File: src/sv/ttmf_pkg.sv
// Shared types, sizes and codes of the touch trimmed-mean filter.
// No dependencies; every other file of the block uses it by scoped name.
`timescale 1ns / 1ps

package ttmf_pkg;

   // Window geometry
   localparam int WINDOW_DEPTH = 50;
   localparam int KEEP_COUNT   = 30;

   // Field widths
   localparam int POS_W   = 12;
   localparam int SKIP_W  = 4;
   localparam int THR_W   = 18;
   localparam int LIMIT_W = 20;
   localparam int SCALE_W = 8;

   // Middle range of the sorted window that gets summed
   localparam int RANGE_LO  = (WINDOW_DEPTH / 2 >= KEEP_COUNT / 2) ?
                              WINDOW_DEPTH / 2 - KEEP_COUNT / 2 : 0;
   localparam int RANGE_HI0 = WINDOW_DEPTH / 2 + KEEP_COUNT / 2;
   localparam int RANGE_HI  = (RANGE_HI0 > WINDOW_DEPTH) ? WINDOW_DEPTH : RANGE_HI0;
   localparam int RANGE_LEN = RANGE_HI - RANGE_LO;

   // Derived widths
   localparam int WIN_IDX_W = $clog2(WINDOW_DEPTH);
   localparam int FILL_W    = $clog2(WINDOW_DEPTH + 1);
   localparam int SUM_W     = $clog2(RANGE_LEN * ((1 << POS_W) - 1) + 1);
   localparam int MOVE_W    = SUM_W + 2;
   localparam int CMP_W     = (MOVE_W > THR_W) ? MOVE_W : THR_W;
   localparam int CNT_W     = $clog2(RANGE_LEN + 1);
   localparam int T2_W      = SCALE_W + POS_W;
   localparam int PN_W      = T2_W + POS_W;
   localparam int PM_W      = PN_W + 1;
   localparam int DEL_W     = WINDOW_DEPTH - 1;

   // Reciprocal of the range length: exact quotient for any sum of SUM_W bits
   localparam int     RECIP_SHIFT = SUM_W + $clog2(RANGE_LEN);
   localparam longint RECIP_MUL   = ((longint'(1) << RECIP_SHIFT) + RANGE_LEN - 1) / RANGE_LEN;
   localparam int     RECIP_W     = $clog2(RECIP_MUL + 1);
   localparam int     PROD_W      = SUM_W + RECIP_W;

   // Command queue between front and back
   localparam int QUEUE_DEPTH = 2;
   localparam int QIDX_W      = (QUEUE_DEPTH > 1) ? $clog2(QUEUE_DEPTH) : 1;
   localparam int QCNT_W      = $clog2(QUEUE_DEPTH + 1);

   // Configuration port
   localparam int CSR_ADDR_W = 3;
   localparam int CSR_DATA_W = 20;

   typedef enum logic [CSR_ADDR_W-1:0] {
      CSR_SKIP_FAST      = 3'd0,
      CSR_SKIP_SLOW      = 3'd1,
      CSR_MOVE_THRESHOLD = 3'd2,
      CSR_PRESSURE_LIMIT = 3'd3,
      CSR_PRESSURE_SCALE = 3'd4
   } csr_index_type;

   localparam logic [SKIP_W-1:0]  SKIP_FAST_RST      = 4'd10;
   localparam logic [SKIP_W-1:0]  SKIP_SLOW_RST      = 4'd5;
   localparam logic [THR_W-1:0]   MOVE_THRESHOLD_RST = 18'd12;
   localparam logic [LIMIT_W-1:0] PRESSURE_LIMIT_RST = 20'd100000;
   localparam logic [SCALE_W-1:0] PRESSURE_SCALE_RST = 8'd21;

   typedef struct packed {
      logic [SKIP_W-1:0]  skip_fast;
      logic [SKIP_W-1:0]  skip_slow;
      logic [THR_W-1:0]   move_threshold;
      logic [LIMIT_W-1:0] pressure_limit;
      logic [SCALE_W-1:0] pressure_scale;
   } cfg_type;

   // Port payloads
   typedef struct packed {
      logic             mode;
      logic [POS_W-1:0] pressure_z1;
      logic [POS_W-1:0] pressure_z2;
      logic [POS_W-1:0] pos_x;
      logic [POS_W-1:0] pos_y;
   } req_item_type;

   typedef struct packed {
      logic             report_kind;
      logic [POS_W-1:0] avg_x;
      logic [POS_W-1:0] avg_y;
   } rsp_item_type;

   localparam logic MODE_RELEASE = 1'b1;
   localparam logic KIND_IGNORE  = 1'b0;
   localparam logic KIND_REPORT  = 1'b1;

   // Classified command
   typedef enum logic [1:0] {
      CMD_RELEASE = 2'd0,
      CMD_REJECT  = 2'd1,
      CMD_SAMPLE  = 2'd2
   } cmd_kind_type;

   typedef struct packed {
      cmd_kind_type     kind;
      logic [POS_W-1:0] pos_x;
      logic [POS_W-1:0] pos_y;
   } cmd_type;

   typedef enum logic [1:0] {
      F_IDLE = 2'd0,
      F_MUL1 = 2'd1,
      F_MUL2 = 2'd2,
      F_PUSH = 2'd3
   } front_state_type;

   typedef enum logic [3:0] {
      B_IDLE   = 4'd0,
      B_DECODE = 4'd1,
      B_DELETE = 4'd2,
      B_INSERT = 4'd3,
      B_LOAD   = 4'd4,
      B_SUM    = 4'd5,
      B_DIVSET = 4'd6,
      B_EMIT   = 4'd7
   } back_state_type;

endpackage

File: src/sv/ttmf_queue.sv
// Short command queue between front and back ends.
// Holds ttmf_pkg::cmd_type entries in registers.
`timescale 1ns / 1ps

module ttmf_queue (
   input  logic              clock,
   input  logic              reset,
   input  logic              push,
   output logic              full,
   input  ttmf_pkg::cmd_type push_item,
   input  logic              pop,
   output logic              empty,
   output ttmf_pkg::cmd_type pop_item
);

   ttmf_pkg::cmd_type                 slot_ff [ttmf_pkg::QUEUE_DEPTH];
   logic [ttmf_pkg::QIDX_W-1:0]       wr_ff, wr_in, rd_ff, rd_in;
   logic [ttmf_pkg::QCNT_W-1:0]       count_ff, count_in;
   logic                              do_push, do_pop;

   assign full     = (count_ff == ttmf_pkg::QCNT_W'(ttmf_pkg::QUEUE_DEPTH));
   assign empty    = (count_ff == '0);
   assign do_push  = push && !full;
   assign do_pop   = pop && !empty;
   assign pop_item = slot_ff[rd_ff];

   // Pointer and count update
   always_comb begin
      wr_in    = wr_ff;
      rd_in    = rd_ff;
      count_in = count_ff;
      if (do_push)
         wr_in = (wr_ff == ttmf_pkg::QIDX_W'(ttmf_pkg::QUEUE_DEPTH - 1)) ? '0 : wr_ff + 1'b1;
      if (do_pop)
         rd_in = (rd_ff == ttmf_pkg::QIDX_W'(ttmf_pkg::QUEUE_DEPTH - 1)) ? '0 : rd_ff + 1'b1;
      if (do_push && !do_pop)      count_in = count_ff + 1'b1;
      else if (do_pop && !do_push) count_in = count_ff - 1'b1;
   end

   always_ff @(posedge clock) begin
      if (reset) begin
         wr_ff    <= '0;
         rd_ff    <= '0;
         count_ff <= '0;
      end else begin
         wr_ff    <= wr_in;
         rd_ff    <= rd_in;
         count_ff <= count_in;
      end
   end

   always_ff @(posedge clock) begin
      if (do_push) slot_ff[wr_ff] <= push_item;
   end

`ifndef SYNTHESIS
   a_count_bound: assert property (@(posedge clock) disable iff (reset)
      count_ff <= ttmf_pkg::QCNT_W'(ttmf_pkg::QUEUE_DEPTH))
      else $error("queue count overflow");
   a_push_grows: assert property (@(posedge clock) disable iff (reset)
      (do_push && !do_pop) |=> (count_ff == $past(count_ff) + 1'b1))
      else $error("queue count did not grow on push");
   a_pop_shrinks: assert property (@(posedge clock) disable iff (reset)
      (do_pop && !do_push) |=> (count_ff == $past(count_ff) - 1'b1))
      else $error("queue count did not shrink on pop");
`endif

endmodule

File: config.mk
export PLATFORM = sky130hd
export DESIGN_NAME = ttmf_queue
export DESIGN_NICKNAME = d
export VERILOG_FILES = /design/src/sv/ttmf_pkg.sv /design/src/sv/ttmf_queue.sv
export SDC_FILE = /design/constraint.sdc
export NUM_CORES = 1
export LEC_CHECK = 0
export ABC_CLOCK_PERIOD_IN_PS = 3000
export BUFFER_PORTS_ARGS = -buffer_cell sky130_fd_sc_hd__buf_4
export CAP_MARGIN = 15
export CELL_PAD_IN_SITES_DETAIL_PLACEMENT = 1
export CELL_PAD_IN_SITES_GLOBAL_PLACEMENT = 1
export CORE_MARGIN = 2
export CORE_UTILIZATION = 46
export DETAILED_ROUTE_END_ITERATION = 16
export GPL_TIMING_DRIVEN = 0
export PLACE_DENSITY_LB_ADDON = 0.12
export RECOVER_POWER = 25
export SLEW_MARGIN = 20
export SYNTH_ARGS = -nofsm -noshare
export SYNTH_HDL_FRONTEND = slang
export SYNTH_SLANG_ARGS = --single-unit
File: constraint.sdc
create_clock -name clock -period 3 [get_ports clock]
set_clock_uncertainty 0.15 [all_clocks]
set_input_delay 0.15 -clock clock [delete_from_list [all_inputs] [get_ports clock]]
set_output_delay 0.15 -clock clock [all_outputs]
set_load 0.005 [all_outputs]
==> reports/metrics.yaml <==
power_and_ir_drop:
  cellPowerDensity_mw_per_mm2: 788
  irDropWorstVdd_mv: 0.533
  p_leak_uw: 0.00115
synth:
  synth.distinct_cells: 14
  synth_area_leaders: "edfxtp_1, mux2_2, dfxtp_1"
  synthCells: 106
  synth_area_mm2: 0.00209
  synth_top_area_share_pct: 74.6
  synth_top_cell_by_area: "edfxtp_1"
  ys.warnings.count: 0
  synth_nets: 137
  synth_seq_area_share_pct: 79.4
  syn_area_per_cell_um2: 19.7
  synth_seq_cells: 57
die:
  io_pins: 58
  die_width_um: 71.4
  row_count: 24
  die_area_mm2: 0.00510
  die-height_um: 71.4
  core_area_mm2: 0.00435
  initial_core_util_pct: 48.0
sta:
  worstMarginPinSlew_ns: 1.04
  fmax_ghz: 0.458
  period_share_pct: 72.7
  period_needed_ns: 2.18
  holdWs_ns: 0.0516
  slew_headroom_pct: 30.6
  slew_viol_final: 0
  rsz0062_at_grt: "false"
  hold_viol: 0
  setup_viol: 0
  setup_ws_ns: 0.819
  setup_tns_ns: 0
cells_and_area:
  antenna_cells: 0
  fin_util_pct: 69.1
  fin_cells: 258
  layout-drive-gt1-share_pct: 44.7
  fillerInstances: 390
  num-nets-final: 232
  syn2layout_area_growth_pct: 43.8
  multi_input_area_um2: 404
  final-seq-area_mm2: 0.00166
grt:
  grt_max_degree: 27
  overflow: 0
  gr-usage-all-layers_pct: 20.8
  grt_pass1_wl_um: 7600
  grt_pass1_vias: 1468
  antenna_found_initial: 0
drt:
  drtIter0Drc: 90
  totalWireLength_um: 4650
  ant_nets: 0
  drt-pass1-iter-count: 4
  viasPerCell: 4.97
  drc: 0
  routedWlPerCell_um: 18.0
  vias: 1281
setup_path:
  cp_slowest_stage_delay_ns: 0.76
  rrSetupSlack_ns: 0.82
  path_cells: "nor2b_2 -> or3_1 -> inv_1"
  cpLargestDelayFamily: "buffers and inverters"
  crit_buf_inv: 1
  cp-end-kind: "flip-flop"
  path_class: "reg2reg"
  cp.arrival_ns: 1.98
  worst_path_max_delay_cell: "inv_1"
  worstPathRequired_ns: 2.80
  worstPathMaxFanout: 26
  crit_path_start_kind: "flip-flop"
clock_network:
  cts_setup_buffers: 0
  cts-resized-gates: 0
  htree_levels: 3
  hold_buffers: 27
  cts_buffers: 9
  clk_latency_ns: 0.33
  clock-root-buffer: "clkbuf_8"
  cts_sinks: 57
  clock_path_buffers: 2
  clkTransAtPathRegs_ns: 0.06
  cts_tree: "done"
job:
  max-cap-violations: 0
placement:
  gp_congestion: 0.659
  dp.final_hpwl_um: 2640
  post-place-ws_ns: 0.771
  dp_cells: 215
  portBuffers: 57
min_path:
  hold_path_class: "in2reg"
outcome:
  status: "finished, final reports clean"
-- per-layer routing --
metal	part of all wire (%)	vias to the layer above	global-route usage, %
met3	5.4	8	5.77
met2	56	41	37.3
met1	37	639	22.9
li1	-	593	-
met5	0	-	0
met4	1.5	0	9.22
-- per-stage QoR --
| stage | cell area [um^2] | power (uW) |
|---|---|---|
| CTS | 3030 | 2370 |
| global route | 3010 | 2490 |
| finish | 3010 | 2370 |
| global placement | 2580 | 1640 |
| floorplan | 2090 | 1370 |
| detailed placement | 2590 | 1680 |
-- power breakdown --
part	total, uW	switching (uW)	internal, uW
Sequential	1050	45.2	1010
Combinational	644	283	361
Clock	676	302	374
-- final timing paths --
| path | startpoint | endpoint | cells after the start |
|---|---|---|---|
| max | count_ff[1] | slot_ff[0][9] | 3 |
| min | push | wr_ff | 4 |
| max reg2reg | count_ff[1] | slot_ff[0][9] | 3 |
| min reg2reg | wr_ff | wr_ff | 2 |
-- worst register-to-register path, stage by stage, from the launching register on --
cell and delay (ns):
dfxtp_1 0.36, nor2b_2 0.19, or3_1 0.33, inv_1 0.76
-- cells in the mapped netlist --
master	number
mux2_2	26
or3_1	2
o21ai_0	3
dfxtp_1	5
a21oi_1	2
nor2_1	5
nor2b_2	1
xor2_1	3
buf_4	2
ha_1	1
buf_2	1
edfxtp_1	52
and2_1	1
inv_1	2
-- cell type report --
cell class	count	area share, %
Clock buffer	11	4.37
Buffer	3	0.666
Tap cell	52	2.16
Clock inverter	5	1.54
Multi-Input combinational cell	44	13.4
Inverter	2	0.250
Timing Repair Buffer	84	22.3
Sequential cell	57	55.2
-- registers in the layout (all words and copies together), names as in the netlist, named ones only --
name      flops
rd_ff         1
slot_ff      52
count_ff      2
wr_ff         1
-- cell families after synthesis --
group           count (synthesis)  share of synthesized area, %
compound gates                  5                          1.20
xor+xnor                        3                          1.26
fa+ha+maj                       1                         0.598
buf+inv                         5                          1.32
flops                          57                          79.4
mux                            26                          14.0
simple gates                    9                          2.21
-- cell usage in the layout, fill, tap and decap left out, types with 3 or more instances in the layout --
cell type | Yosys | final
edfxtp_1 | 52 | 52
buf_4 | 2 | 41
dlygate4sd3_1 | 0 | 27
mux2_2 | 26 | 26
clkbuf_4 | 0 | 11
clkbuf_8 | 0 | 9
clkbuf_1 | 0 | 9
nor2_1 | 5 | 5
dfxtp_1 | 5 | 5
o21ai_0 | 3 | 3
xor2_1 | 3 | 3
clkinv_1 | 0 | 3
Note: power is estimated with default switching activity, not from simulation.
