**config.mk**
```make
export PLATFORM = sky130hd
export DESIGN_NAME = ttmf_front
export DESIGN_NICKNAME = d
export VERILOG_FILES = /design/src/sv/ttmf_pkg.sv /design/src/sv/ttmf_front.sv
export SDC_FILE = /design/constraint.sdc
export NUM_CORES = 2
export LEC_CHECK = 0
export BUFFER_PORTS_ARGS = -buffer_cell sky130_fd_sc_hd__buf_2
export CAP_MARGIN = 40
export CORE_MARGIN = 2
export CORE_UTILIZATION = 55
export CTS_BUF_LIST = sky130_fd_sc_hd__clkbuf_4
export DETAILED_ROUTE_END_ITERATION = 8
export PLACE_DENSITY = 0.76
export SLEW_MARGIN = 15
export SYNTH_ARGS = -nofsm -noshare
export SYNTH_HDL_FRONTEND = slang
export SYNTH_SLANG_ARGS = --single-unit
```
**constraint.sdc**
```tcl
create_clock -name clock -period 7.5 [get_ports clock]
set_input_delay 0.375 -clock clock [delete_from_list [all_inputs] [get_ports clock]]
set_output_delay 0.375 -clock clock [all_outputs]
set_load 0.03 [all_outputs]
```
**src/sv/ttmf_pkg.sv**
```systemverilog
// Shared types, sizes and codes of the touch trimmed-mean filter.
// No dependencies; every other file of the block uses it by scoped name.
`timescale 1ns / 1ps

package ttmf_pkg;

   // Window geometry
   localparam int WINDOW_DEPTH = 50;
   localparam int KEEP_COUNT   = 30;

   // Field widths
   localparam int POS_W   = 12;
   localparam int SKIP_W  = 4;
   localparam int THR_W   = 18;
   localparam int LIMIT_W = 20;
   localparam int SCALE_W = 8;

   // Middle range of the sorted window that gets summed
   localparam int RANGE_LO  = (WINDOW_DEPTH / 2 >= KEEP_COUNT / 2) ?
                              WINDOW_DEPTH / 2 - KEEP_COUNT / 2 : 0;
   localparam int RANGE_HI0 = WINDOW_DEPTH / 2 + KEEP_COUNT / 2;
   localparam int RANGE_HI  = (RANGE_HI0 > WINDOW_DEPTH) ? WINDOW_DEPTH : RANGE_HI0;
   localparam int RANGE_LEN = RANGE_HI - RANGE_LO;

   // Derived widths
   localparam int WIN_IDX_W = $clog2(WINDOW_DEPTH);
   localparam int FILL_W    = $clog2(WINDOW_DEPTH + 1);
   localparam int SUM_W     = $clog2(RANGE_LEN * ((1 << POS_W) - 1) + 1);
   localparam int MOVE_W    = SUM_W + 2;
   localparam int CMP_W     = (MOVE_W > THR_W) ? MOVE_W : THR_W;
   localparam int CNT_W     = $clog2(RANGE_LEN + 1);
   localparam int T2_W      = SCALE_W + POS_W;
   localparam int PN_W      = T2_W + POS_W;
   localparam int PM_W      = PN_W + 1;
   localparam int DEL_W     = WINDOW_DEPTH - 1;

   // Reciprocal of the range length: exact quotient for any sum of SUM_W bits
   localparam int     RECIP_SHIFT = SUM_W + $clog2(RANGE_LEN);
   localparam longint RECIP_MUL   = ((longint'(1) << RECIP_SHIFT) + RANGE_LEN - 1) / RANGE_LEN;
   localparam int     RECIP_W     = $clog2(RECIP_MUL + 1);
   localparam int     PROD_W      = SUM_W + RECIP_W;

   // Command queue between front and back
   localparam int QUEUE_DEPTH = 2;
   localparam int QIDX_W      = (QUEUE_DEPTH > 1) ? $clog2(QUEUE_DEPTH) : 1;
   localparam int QCNT_W      = $clog2(QUEUE_DEPTH + 1);

   // Configuration port
   localparam int CSR_ADDR_W = 3;
   localparam int CSR_DATA_W = 20;

   typedef enum logic [CSR_ADDR_W-1:0] {
      CSR_SKIP_FAST      = 3'd0,
      CSR_SKIP_SLOW      = 3'd1,
      CSR_MOVE_THRESHOLD = 3'd2,
      CSR_PRESSURE_LIMIT = 3'd3,
      CSR_PRESSURE_SCALE = 3'd4
   } csr_index_type;

   localparam logic [SKIP_W-1:0]  SKIP_FAST_RST      = 4'd10;
   localparam logic [SKIP_W-1:0]  SKIP_SLOW_RST      = 4'd5;
   localparam logic [THR_W-1:0]   MOVE_THRESHOLD_RST = 18'd12;
   localparam logic [LIMIT_W-1:0] PRESSURE_LIMIT_RST = 20'd100000;
   localparam logic [SCALE_W-1:0] PRESSURE_SCALE_RST = 8'd21;

   typedef struct packed {
      logic [SKIP_W-1:0]  skip_fast;
      logic [SKIP_W-1:0]  skip_slow;
      logic [THR_W-1:0]   move_threshold;
      logic [LIMIT_W-1:0] pressure_limit;
      logic [SCALE_W-1:0] pressure_scale;
   } cfg_type;

   // Port payloads
   typedef struct packed {
      logic             mode;
      logic [POS_W-1:0] pressure_z1;
      logic [POS_W-1:0] pressure_z2;
      logic [POS_W-1:0] pos_x;
      logic [POS_W-1:0] pos_y;
   } req_item_type;

   typedef struct packed {
      logic             report_kind;
      logic [POS_W-1:0] avg_x;
      logic [POS_W-1:0] avg_y;
   } rsp_item_type;

   localparam logic MODE_RELEASE = 1'b1;
   localparam logic KIND_IGNORE  = 1'b0;
   localparam logic KIND_REPORT  = 1'b1;

   // Classified command
   typedef enum logic [1:0] {
      CMD_RELEASE = 2'd0,
      CMD_REJECT  = 2'd1,
      CMD_SAMPLE  = 2'd2
   } cmd_kind_type;

   typedef struct packed {
      cmd_kind_type     kind;
      logic [POS_W-1:0] pos_x;
      logic [POS_W-1:0] pos_y;
   } cmd_type;

   typedef enum logic [1:0] {
      F_IDLE = 2'd0,
      F_MUL1 = 2'd1,
      F_MUL2 = 2'd2,
      F_PUSH = 2'd3
   } front_state_type;

   typedef enum logic [3:0] {
      B_IDLE   = 4'd0,
      B_DECODE = 4'd1,
      B_DELETE = 4'd2,
      B_INSERT = 4'd3,
      B_LOAD   = 4'd4,
      B_SUM    = 4'd5,
      B_DIVSET = 4'd6,
      B_EMIT   = 4'd7
   } back_state_type;

endpackage

```
**src/sv/ttmf_front.sv**
```systemverilog
// Front end: takes items and classifies them (release, rejected, good sample).
// Pressure check done with two products instead of a divide. Uses ttmf_pkg.
`timescale 1ns / 1ps

module ttmf_front (
   input  logic                  clock,
   input  logic                  reset,
   input  logic                  req_push,
   output logic                  req_full,
   input  ttmf_pkg::req_item_type req_item,
   input  ttmf_pkg::cfg_type     cfg,
   output logic                  q_push,
   input  logic                  q_full,
   output ttmf_pkg::cmd_type     q_item
);

   ttmf_pkg::front_state_type state_ff, state_in;
   ttmf_pkg::req_item_type    item_ff;
   logic [ttmf_pkg::T2_W-1:0] t2_ff;
   logic [ttmf_pkg::PN_W-1:0] prod_n_ff;
   logic [ttmf_pkg::PM_W-1:0] prod_m_ff;
   logic                      low_ff;
   logic [ttmf_pkg::T2_W:0]   lim_sum;
   logic                      zero_read;
   logic                      bad;

   // Next state
   always_comb begin
      state_in = state_ff;
      case (state_ff)
         ttmf_pkg::F_IDLE: if (req_push) state_in = ttmf_pkg::F_MUL1;
         ttmf_pkg::F_MUL1: state_in = ttmf_pkg::F_MUL2;
         ttmf_pkg::F_MUL2: state_in = ttmf_pkg::F_PUSH;
         ttmf_pkg::F_PUSH: if (!q_full) state_in = ttmf_pkg::F_IDLE;
         default:          state_in = ttmf_pkg::F_IDLE;
      endcase
   end

   // Outputs
   always_comb begin
      req_full = 1'b1;
      q_push   = 1'b0;
      case (state_ff)
         ttmf_pkg::F_IDLE: req_full = 1'b0;
         ttmf_pkg::F_PUSH: q_push = 1'b1;
         default: begin
            req_full = 1'b1;
            q_push   = 1'b0;
         end
      endcase
   end

   // p < 0  <=> scale*x > 0 and z2 < z1
   // p > limit <=> scale*x*z2 >= (scale*x + limit + 1) * z1
   assign lim_sum   = (ttmf_pkg::T2_W+1)'(t2_ff) + (ttmf_pkg::T2_W+1)'(cfg.pressure_limit)
                      + (ttmf_pkg::T2_W+1)'(1);
   assign zero_read = (item_ff.pressure_z1 == '0) || (item_ff.pressure_z2 == '0) ||
                      (item_ff.pos_x == '0) || (item_ff.pos_y == '0);
   assign bad       = zero_read || low_ff || ({1'b0, prod_n_ff} >= prod_m_ff);

   always_comb begin
      q_item.pos_x = item_ff.pos_x;
      q_item.pos_y = item_ff.pos_y;
      if (item_ff.mode == ttmf_pkg::MODE_RELEASE) q_item.kind = ttmf_pkg::CMD_RELEASE;
      else if (bad)                               q_item.kind = ttmf_pkg::CMD_REJECT;
      else                                        q_item.kind = ttmf_pkg::CMD_SAMPLE;
   end

   always_ff @(posedge clock) begin
      if (reset) state_ff <= ttmf_pkg::F_IDLE;
      else       state_ff <= state_in;
   end

   // Datapath
   always_ff @(posedge clock) begin
      if (state_ff == ttmf_pkg::F_IDLE && req_push) item_ff <= req_item;
      if (state_ff == ttmf_pkg::F_MUL1)
         t2_ff <= ttmf_pkg::T2_W'(cfg.pressure_scale) * ttmf_pkg::T2_W'(item_ff.pos_x);
      if (state_ff == ttmf_pkg::F_MUL2) begin
         prod_n_ff <= ttmf_pkg::PN_W'(t2_ff) * ttmf_pkg::PN_W'(item_ff.pressure_z2);
         prod_m_ff <= ttmf_pkg::PM_W'(lim_sum) * ttmf_pkg::PM_W'(item_ff.pressure_z1);
         low_ff    <= (t2_ff != '0) && (item_ff.pressure_z2 < item_ff.pressure_z1);
      end
   end

`ifndef SYNTHESIS
   a_push_only_when_busy: assert property (@(posedge clock) disable iff (reset)
      q_push |-> req_full)
      else $error("front pushes a command while taking items");
   a_push_holds: assert property (@(posedge clock) disable iff (reset)
      (q_push && q_full) |=> (q_push && $stable(q_item)))
      else $error("stalled command changed");
   a_take_starts_work: assert property (@(posedge clock) disable iff (reset)
      (req_push && !req_full) |=> (state_ff == ttmf_pkg::F_MUL1))
      else $error("accepted item not processed");
`endif

endmodule

```
==> impl_metrics.toml <==
[synth]
syn_inst = 2798
synth_largest_area_cell = "fa_1"
yosys_warnings = 0
ys_top_cells_by_count = "506 x inv_1, 456 x nand2_1, 431 x fa_1"
synthTopCellsByArea = "fa_1 33%, edfxtp_1 16%, ha_1 12%, inv_1 7.4%, nand2_1 6.6%"
ys_seq_elements = 137
synth_edf_count = 135
yosys.area.top_type_share = 0.334
syn-mean-instance-area_um2 = 9.24
ys_seq_area_frac = 0.158
synthesis.area_um2 = 25800
synth_flop_cell = "edfxtp_1"
synth_nets = 3585
yosysUniqueCellTypes = 76
yosysMostFrequentCell = "inv_1"
async_flop_share = 0

[grt]
grt-ovfl-total = 0
gr-usage-met2 = 0.486
grt_max_degree = 67
grt-busiest-layer = "met2"
grt_pass1_vias = 21400
antenna_found_initial = 2
track_usage = 0.292
grt_use_met1 = 0.388
use_met3 = 0.0448
grt_first_pass_wirelength_um = 110000

[routing]
totalWireLength_um = 68300
vias = 20500
drc = 0
routed_via_density = 5.74
wl_per_cell_um = 19.2
drt_iter0_drc = 1678
dr.pass1.iters = 7
ant_nets = 0

[setup_path]
path_common_cell = "fa_1"
worst-path-max-fanout = 5
slowest_delay_ns = 0.55
worstPathArrival_ns = 7.71
path_class = "flip-flop to flip-flop"
crit_required_ns = 7.89
start_kind = "flip-flop"
slowest_stage = "fa_1"
cp-end-kind = "flip-flop"

[status]
status = "finished clean"

[cts]
root_buffer = "clkbuf_4"
clkTransAtPathRegs_ns = 0.14
cts.sinks = 137
clockBufferDepth = 2
cts_tree = "yes"
cts_buffers = 17
cts_max_level = 4
clk_latency_ns = 0.63

[timing]
finalHoldViolCount = 0
max_slew_margin = 0.393
finalSetupViolCount = 0
fin_worst_skew_ns = 0.0339
timing.fmax_mhz = 137
setup_tns_ns = 0
finalCritPeriodShare = 0.975
worst_pin_slew_ns = 0.910
min_period_ns = 7.32
rsz0062_at_grt = "yes"
finalMaxSlewViolations = 0

[die]
ios = 135
start_util = 0.556
die_h_um = 221
die_w_um = 221
dieArea_um2 = 48700
rows = 79
coreArea_um2 = 46500

[final_layout]
fin_util = 0.612
area_delta_synth_final_pct = 10.0
fillers = 3793
drive_above_1_share = 0.109
nets = 3730

[placement]
place.port_buffers = 108
hpwlAfterDp_um = 53400
globalplace.congestion = 0.942

[min_path]
hp-class = "input port to flip-flop"

[job]
max_cap_violations = 0
## sequential cells by signal, indices dropped and copies added (netlist names)
| signal | flops |
|---|---|
| prod_n_ff | 32 |
| t2_ff | 20 |
| prod_m_ff | 33 |
| low_ff | 1 |
| state_ff | 2 |
| item_ff | 25 |
| q_item | 24 |
## worst max-delay path, delay by kind of cell (launching register included)
family / cells / cell delay [ns]
and+or+nand+nor: 1 / 0.17
AOI/OAI and AO/OA: 13 / 2.09
xor gates and xnor gates: 2 / 0.25
buffers and inverters: 8 / 0.83
DFF: 1 / 0.42
adders and majority gates: 8 / 3.32
## logic make-up after synthesis
| logic type | Yosys count | synth area share |
|---|---|---|
| AND/OR/NAND/NOR | 899 | 0.164 |
| adder cells (fa/ha/maj) | 680 | 0.454 |
| buffers and inverters | 669 | 0.101 |
| AO/OA/AOI/OAI | 317 | 0.0876 |
| flip-flops | 137 | 0.158 |
| XOR/XNOR | 77 | 0.0261 |
| multiplexers | 19 | 0.00780 |
## cell usage in the layout (no fill, tap or decap), drive strengths merged, types with 8 or more instances in the layout
master       count
nand2b          24
a311oi           9
a21o            61
a21oi           78
edfxtp         135
clkinv           8
o221ai          12
inv            509
clkbuf          17
o21ai           47
xor2            26
mux2i           10
nor3            21
and2           173
o21a            11
nor4            37
nor2            84
nor2b           16
dlygate4sd3     50
buf            238
ha             249
o211ai          11
nand4           15
a211o            9
nand3           33
o21bai          10
xnor2           51
or3             12
a211oi          16
nand2          456
fa             431
mux2             9
## path summary, 6_finish.rpt
path | start | end | slack, ns | cells past startpoint
worst max register to register | t2_ff[0]$_DFFE_PN_ | prod_m_ff[28]$_DFFE_PP_ | 0.18 | 32
worst max-delay path | t2_ff[0]$_DFFE_PN_ | prod_m_ff[28]$_DFFE_PP_ | 0.18 | 32
worst min register to register | state_ff[1]$_SDFFE_PP0P_ | state_ff[1]$_SDFFE_PP0P_ | 0.61 | 2
worst min-delay path | q_full | state_ff[0]$_SDFFE_PP0P_ | 0.17 | 4
## what timing repair did
| item | in CTS | in global routing |
|---|---|---|
| resized for setup | 1 | 33 |
| endpoints found under the hold margin | 51 | 0 |
| pin swaps | 0 | 21 |
| hold buffers | 50 | 0 |
| endpoints found under the setup margin | 2 | 14 |
| gates cloned | 0 | 1 |
| setup buffers | 0 | 11 |
## per-layer routing
| metal | part of all wire | vias up |
|---|---|---|
| met5 | 0.00019 | - |
| met4 | 0.038 | 2 |
| met3 | 0.082 | 183 |
| met2 | 0.48 | 992 |
| met1 | 0.40 | 10100 |
| li1 | - | 9148 |
## final cells by class
type,instances,area [µm²],area share
Antenna cell,1,2.50,0.0000880
Clock buffer,17,128,0.00449
Clock inverter,15,169,0.00594
Inverter,507,1900,0.0669
Multi-Input combinational cell,1992,19300,0.678
Sequential cell,137,4090,0.144
Tap cell,607,759,0.0267
Timing Repair Buffer,288,2110,0.0741
## per-stage QoR
step	instance area, µm²	hold WS [ns]	worst slack [ns]	std cells
after detailed placement	27400	0.541	-0.139	3467
final	28400	0.165	0.185	3564
after floorplan	25800	0.447	0.00482	2798
after CTS	28200	0.0504	0.0350	3549
after global routing	28400	0.158	-0.0307	3563
after global placement	27300	0.517	-0.0223	3462
Power is left out: the tool's default activity adds up to more than one toggle a clock period on the data nets, which glitch-free logic cannot reach.
